--- config.mk ---
export PLATFORM = sky130hd
export DESIGN_NAME = snpdec_ctrl
export DESIGN_NICKNAME = d
export VERILOG_FILES = /design/src/design/snpdec_pkg.sv /design/src/design/snpdec_ctrl.sv
export SDC_FILE = /design/constraint.sdc
export NUM_CORES = 1
export LEC_CHECK = 0
export BUFFER_PORTS_ARGS = -buffer_cell sky130_fd_sc_hd__buf_2
export CAP_MARGIN = 20
export CORE_AREA = 5 5 42 44
export CTS_BUF_LIST = sky130_fd_sc_hd__clkbuf_8 sky130_fd_sc_hd__clkbuf_16
export DETAILED_ROUTE_END_ITERATION = 16
export DIE_AREA = 0 0 47 49
export GPL_ROUTABILITY_DRIVEN = 1
export HOLD_SLACK_MARGIN = 0.15
export PLACE_DENSITY = 0.67
export SLEW_MARGIN = 10
export SYNTH_ARGS = -nofsm -noshare
export SYNTH_HDL_FRONTEND = slang
export SYNTH_SLANG_ARGS = --single-unit
--- constraint.sdc ---
create_clock -name clk -period 4 [get_ports clk]
set_input_delay 0 -clock clk [delete_from_list [all_inputs] [get_ports clk]]
set_output_delay 0 -clock clk [all_outputs]
set_load 0.02 [all_outputs]
--- src/design/snpdec_pkg.sv ---
package snpdec_pkg;

  localparam int WINDOW_DEPTH_DEF = 65536;
  localparam int MAX_RESULTS = 64;

  // Result status codes
  localparam logic [1:0] ST_DATA    = 2'd0;
  localparam logic [1:0] ST_DONE    = 2'd1;
  localparam logic [1:0] ST_CORRUPT = 2'd2;

  typedef struct packed {
    logic [7:0] in_byte;
    logic       byte_present;
    logic       end_of_stream;
  } item_t;

  typedef struct packed {
    logic [7:0]  out_byte;
    logic [1:0]  status;
    logic [31:0] decoded_length;
    logic        run_last;
  } result_t;

  // Stream decode phase
  typedef enum logic [2:0] {
    PH_HEADER  = 3'd0,
    PH_TAG     = 3'd1,
    PH_EXTRA   = 3'd2,
    PH_LITERAL = 3'd3,
    PH_DONE    = 3'd4
  } phase_t;

  // Controller to datapath
  typedef struct packed {
    logic latch;
    logic held;
    logic take;
    logic copy_rd;
    logic copy_wr;
    logic eos;
    logic flush;
  } cmd_t;

  // Datapath to controller
  typedef struct packed {
    logic can_push;
    logic held_valid;
    logic copy_start;
    logic copy_last;
  } stat_t;

endpackage

--- src/design/snpdec_ctrl.sv ---
module snpdec_ctrl (
  input  logic                clk,
  input  logic                rst,
  input  logic                item_valid,
  output logic                item_stall,
  input  snpdec_pkg::stat_t   stat,
  output snpdec_pkg::cmd_t    cmd
);
  import snpdec_pkg::*;

  typedef enum logic [6:0] {
    S_IDLE  = 7'b0000001,
    S_HELD  = 7'b0000010,
    S_TAKE  = 7'b0000100,
    S_CRD   = 7'b0001000,
    S_CWR   = 7'b0010000,
    S_EOS   = 7'b0100000,
    S_FLUSH = 7'b1000000
  } state_t;

  state_t state, state_next;

  assign item_stall = (state != S_IDLE);

  // Sequence one item: held result, byte, copy loop, end marker, flush
  always_comb begin
    state_next = state;
    cmd = '0;
    unique case (state)
      S_IDLE: begin
        if (item_valid) begin
          cmd.latch = 1'b1;
          state_next = S_HELD;
        end
      end
      S_HELD: begin
        if (!stat.held_valid) begin
          state_next = S_TAKE;
        end else if (stat.can_push) begin
          cmd.held = 1'b1;
          state_next = S_TAKE;
        end
      end
      S_TAKE: begin
        if (stat.can_push) begin
          cmd.take = 1'b1;
          state_next = stat.copy_start ? S_CRD : S_EOS;
        end
      end
      S_CRD: begin
        cmd.copy_rd = 1'b1;
        state_next = S_CWR;
      end
      S_CWR: begin
        if (stat.can_push) begin
          cmd.copy_wr = 1'b1;
          state_next = stat.copy_last ? S_EOS : S_CRD;
        end
      end
      S_EOS: begin
        if (stat.can_push) begin
          cmd.eos = 1'b1;
          state_next = S_FLUSH;
        end
      end
      S_FLUSH: begin
        if (stat.can_push) begin
          cmd.flush = 1'b1;
          state_next = S_IDLE;
        end
      end
      default: state_next = S_IDLE;
    endcase
  end

  always_ff @(posedge clk) begin
    if (rst) begin
      state <= S_IDLE;
    end else begin
      state <= state_next;
    end
  end

endmodule

* Yosys cells after proc, flatten, opt, wreduce, memory -nomap -nowiden
Index checks and enable logic that the tools add are counted.
Word-level totals: logic and storage cells 36, ROM bits 0, memories kept 0, bits of input ports 7, bits in writable memories 0, flip-flop bits (word level) 7, latch bits 0
Cells by class: reduce and logical (&&, ||, !) cells 1, bitwise gates (word level) 0, div/mod/pow operators 0, equal/unequal tests 14, shift operators 0, multiply operators 0, add/subtract/negate cells 0, multiplexer cells 20, $lt $le $gt $ge 0
Operator list (number):
- $mux 7 | 7
- $pmux 7 s7 | 1
- $mux 6 | 2
- $mux 1 | 10
- $ne 2x2->1 const B | 5
- $eq 7x1->1 const B | 1
- $eq 7x2->1 const B | 1
- $eq 7x3->1 const B | 1
- $eq 7x4->1 const B | 1
- $eq 7x5->1 const B | 1
- $eq 7x6->1 const B | 1
- $eq 7x7->1 const B | 1
- $ne 7x1->1 const B | 1
- $reduce_and 6->1 | 1
- $ne 3x3->1 const B | 1

* Depth between registers and ports, before layout
depth in word-level cells 3, mapped depth 5, depth with buffers taken out 4

* Worst setup path after synthesis
Ideal clock, no wire load.
kind register to output, start point reg state[3], end point out cmd[0] in the netlist's numbering, arrival time 1.639 ns, path slack 2.361 ns, cell stages (with the launch flop) 4, required time 4.000 ns, path buffers 1, path through dfxtp_1 -> buf_6 -> or4_4 -> nor4_1
RTL lines:
- from (decl) | line snpdec_ctrl.sv:21 | state_t state, state_next;
- from (signal assigned) | line snpdec_ctrl.sv:80 | state <= state_next;
- to (decl) | line snpdec_ctrl.sv:7 | output snpdec_pkg::cmd_t cmd

* Worst setup path in the final report
start point reg state[1], end point reg state[3]
On the way: word-level cells in the longest chain between the ends 3
Ends and longest elaborated chain:
- $eq 7x2->1 (tied with other cells) | line snpdec_ctrl.sv:29 | unique case (state)
- $ne 3x3->1 (no line) / $ne 2x2->1 (equally long branches)
- $reduce_and 6->1 (no line)
Parallel ways exist; a longest one is shown, timed or not. A chain may end at the register's enable or synchronous reset.

==> results_dict.tcl <==
set metrics [dict create \
    cts_setup_buffers 0 \
    vias_per_cell 5.63 \
    maxCapViolCount 0 \
    crit_arrival_ns 2.31 \
    core_sq_mm 0.00140 \
    syn-num-nets 83 \
    port_buffers 14 \
    total_power_uw 217 \
    final_util_pct 51.8 \
    synth_area_per_cell_sq_um 7.59 \
    hold_ws_ns 0.174 \
    wl_per_cell_um 12.8 \
    r2r_slack_ns 1.85 \
    syn_area_sq_um 577 \
    postCtsHoldBufs 5 \
    min_path_type "primary input to flip-flop" \
    grt_overflow 0 \
    placed_cell_area_sq_um 631 \
    root_buffer "clkbuf_8" \
    crit_chain "or4_4 -> or3_4 -> nor3_2 -> dlygate4sd3_1" \
    tightest_slew_ns 0.477 \
    fmax_mhz 465 \
    stdcell_area_sq_um 726 \
    drt-total-wl_um 1380 \
    yosysTopAreaCell "dfxtp_1" \
    io_pins 15 \
    drive_gt1_share_pct 26.1 \
    nets 100 \
    fin_crit_ns 2.15 \
    fin_crit_sh_pct 53.8 \
    power.density_mw_per_mm2 299 \
    clk_pin_slew_ns 0.04 \
    syn_inst 76 \
    critPathCapture "state[3]$_SDFFE_PP0P_" \
    start_kind "flip-flop" \
    setup_violations 0 \
    dp_slack_ns 2.37 \
    max-vdd-ir-drop_v 0.000304 \
    cp_slowest_cell "or4_4" \
    fill_cells 144 \
    fin_cells 108 \
    synth_top_area_share_pct 24.3 \
    crit_type "flip-flop to flip-flop" \
    cts-resized-gates 0 \
    status "completed" \
    final_cell_mix "buf_2, nor2_1, inv_1, dfxtp_1" \
    initial_core_util_pct 41.2 \
    path_delay_family "simple AND/OR/NAND/NOR gates" \
    clock_latency_ns 0.22 \
    rsz0062_at_grt "no" \
    synth_warnings 0 \
    track_usage_pct 13.4 \
    hold_viol 0 \
    cts-buffers-inserted 3 \
    die-area_sq_mm 0.00230 \
    skew_ns 0.000611 \
    drc 0 \
    vias 608 \
    final_antenna_net_count 0 \
    grt_pass1_vias 566 \
    p_sw_uw 56.8 \
    synth_area_leaders "dfxtp_1, nor2_1, nor4b_1, nand2b_1, nand3_1" \
    first_pass_iters 4 \
    setup_tns_ns 0 \
    first_iter_violations 17 \
    cts_tree "built" \
    clockBufferDepth 2 \
    p_clk_share_pct 41.9 \
    ys_ff_latch 7 \
    die_w_um 47 \
    worstReg2RegEnd "state[3]$_SDFFE_PP0P_" \
    cp_max_fo 14 \
    p_int_uw 160 \
    diodes 0 \
    grt_first_pass_wirelength_um 2340 \
    syn2layout_area_growth_pct 25.8 \
    r2r_cells 4 \
    cellLeakagePower_nw 0.309 \
    cpPeakStageDelay_ns 0.59 \
    r2r-start "state[1]$_SDFFE_PP0P_" \
    grt_max_degree 15 \
    cp-end-kind "flip-flop" \
    dpl.cell_count 99 \
    required_ns 4.16 \
    finalMaxSlewViolations 0 \
    rows 14 \
    clock-sinks 7 \
    p_comb_share_pct 20.9 \
    largest_register_ff_count 7 \
    path_buf_inv 1 \
    startpoint "state[1]$_SDFFE_PP0P_" \
    antenna_found_initial 0 \
    fp.dieH_um 49 \
    ys_seq_area_share_pct 24.3 \
    mostFrequentLayoutCell "buf_2" \
    synth_cell_type_count 31 \
    slew_headroom_pct 68.1 \
    dp_hpwl_um 1020 \
    power_frac_seq_pct 37.2 \
    cts_max_level 1 \
    setup_slack_ns 1.85 \
    path_depth 4 \
    swShare_pct 26.2 \
    top_register "state" \
    gp_congestion 0.823 \
    top_regs "state (7)" \
]
[cell usage after synthesis]
cell type / n
nor4_1: 3
o2111ai_1: 2
clkbuf_1: 4
nand2b_1: 4
and4_1: 1
nor3_1: 1
nand3_1: 5
nor4b_1: 3
a32oi_1: 1
nor2_1: 9
o2111a_1: 1
o211ai_2: 1
buf_6: 1
o21ai_0: 2
buf_2: 2
and2_1: 1
a21oi_1: 4
nor3_2: 2
o41ai_1: 1
dfxtp_1: 7
o22a_1: 1
o22ai_1: 1
or3_4: 1
xor2_1: 2
or4_4: 2
nor4_2: 1
o211ai_1: 1
nand4_1: 2
nand2_1: 3
and4b_1: 1
inv_1: 6
[metal layers]
| metal | vias to the layer above | share of wire (%) | GRT usage [%] |
|---|---|---|---|
| li1 | 317 | - | - |
| met5 | - | 0 | 0 |
| met4 | 0 | 0.43 | 4.15 |
| met1 | 280 | 44 | 15.9 |
| met2 | 9 | 52 | 22.4 |
| met3 | 2 | 3.0 | 3.69 |
[power by group through the flow]
stage,registers [mW],clock network (mW),logic [mW]
2_1_floorplan,0.0753,0,0.0348
3_3_place_gp,0.0815,0,0.0406
3_5_place_dp,0.0817,0,0.0411
4_1_cts,0.0806,0.0938,0.0456
5_1_grt,0.0814,0.100,0.0509
6_report,0.0807,0.0910,0.0453
[cell type report]
type	instances	area [sq um]	area share, %
inverters	6	22.5	3.10
well taps	16	20.0	2.76
flip-flops and latches	7	140	19.3
clock buffers	3	41.3	5.69
multi-input cells	56	378	52.1
clock inverters	1	3.75	0.517
repair buffers	19	120	16.6
[worst reg2reg max path: stages, from the launching register on]
cell and delay, ns:
dfxtp_1 0.45, or4_4 0.59, or3_4 0.35, nor3_2 0.15, dlygate4sd3_1 0.56
[cell families (layout without fill, tap and decap cells)]
kind of cell,count (synthesis),after routing,synth area share [%]
simple gates,39,39,43.2
compound gates,15,15,19.3
flops,7,7,24.3
buf+inv,13,29,10.2
xor+xnor,2,2,3.04
[worst min-delay path by stage]
stage | slack [ns] | start | cells after the start | endpoint
3_3_place_gp | 0.26 | item_valid | 2 | state[0]$_SDFFE_PP1P_
2_1_floorplan | 0.07 | rst | 1 | state[5]$_SDFFE_PP0P_
5_1_grt | 0.20 | stat[3] | 4 | state[6]$_SDFFE_PP0P_
4_1_cts | 0.17 | stat[3] | 4 | state[6]$_SDFFE_PP0P_
3_5_place_dp | 0.26 | item_valid | 2 | state[0]$_SDFFE_PP1P_
6_report | 0.17 | stat[3] | 4 | state[6]$_SDFFE_PP0P_
No activity file was read; power rests on OpenSTA's default activity.
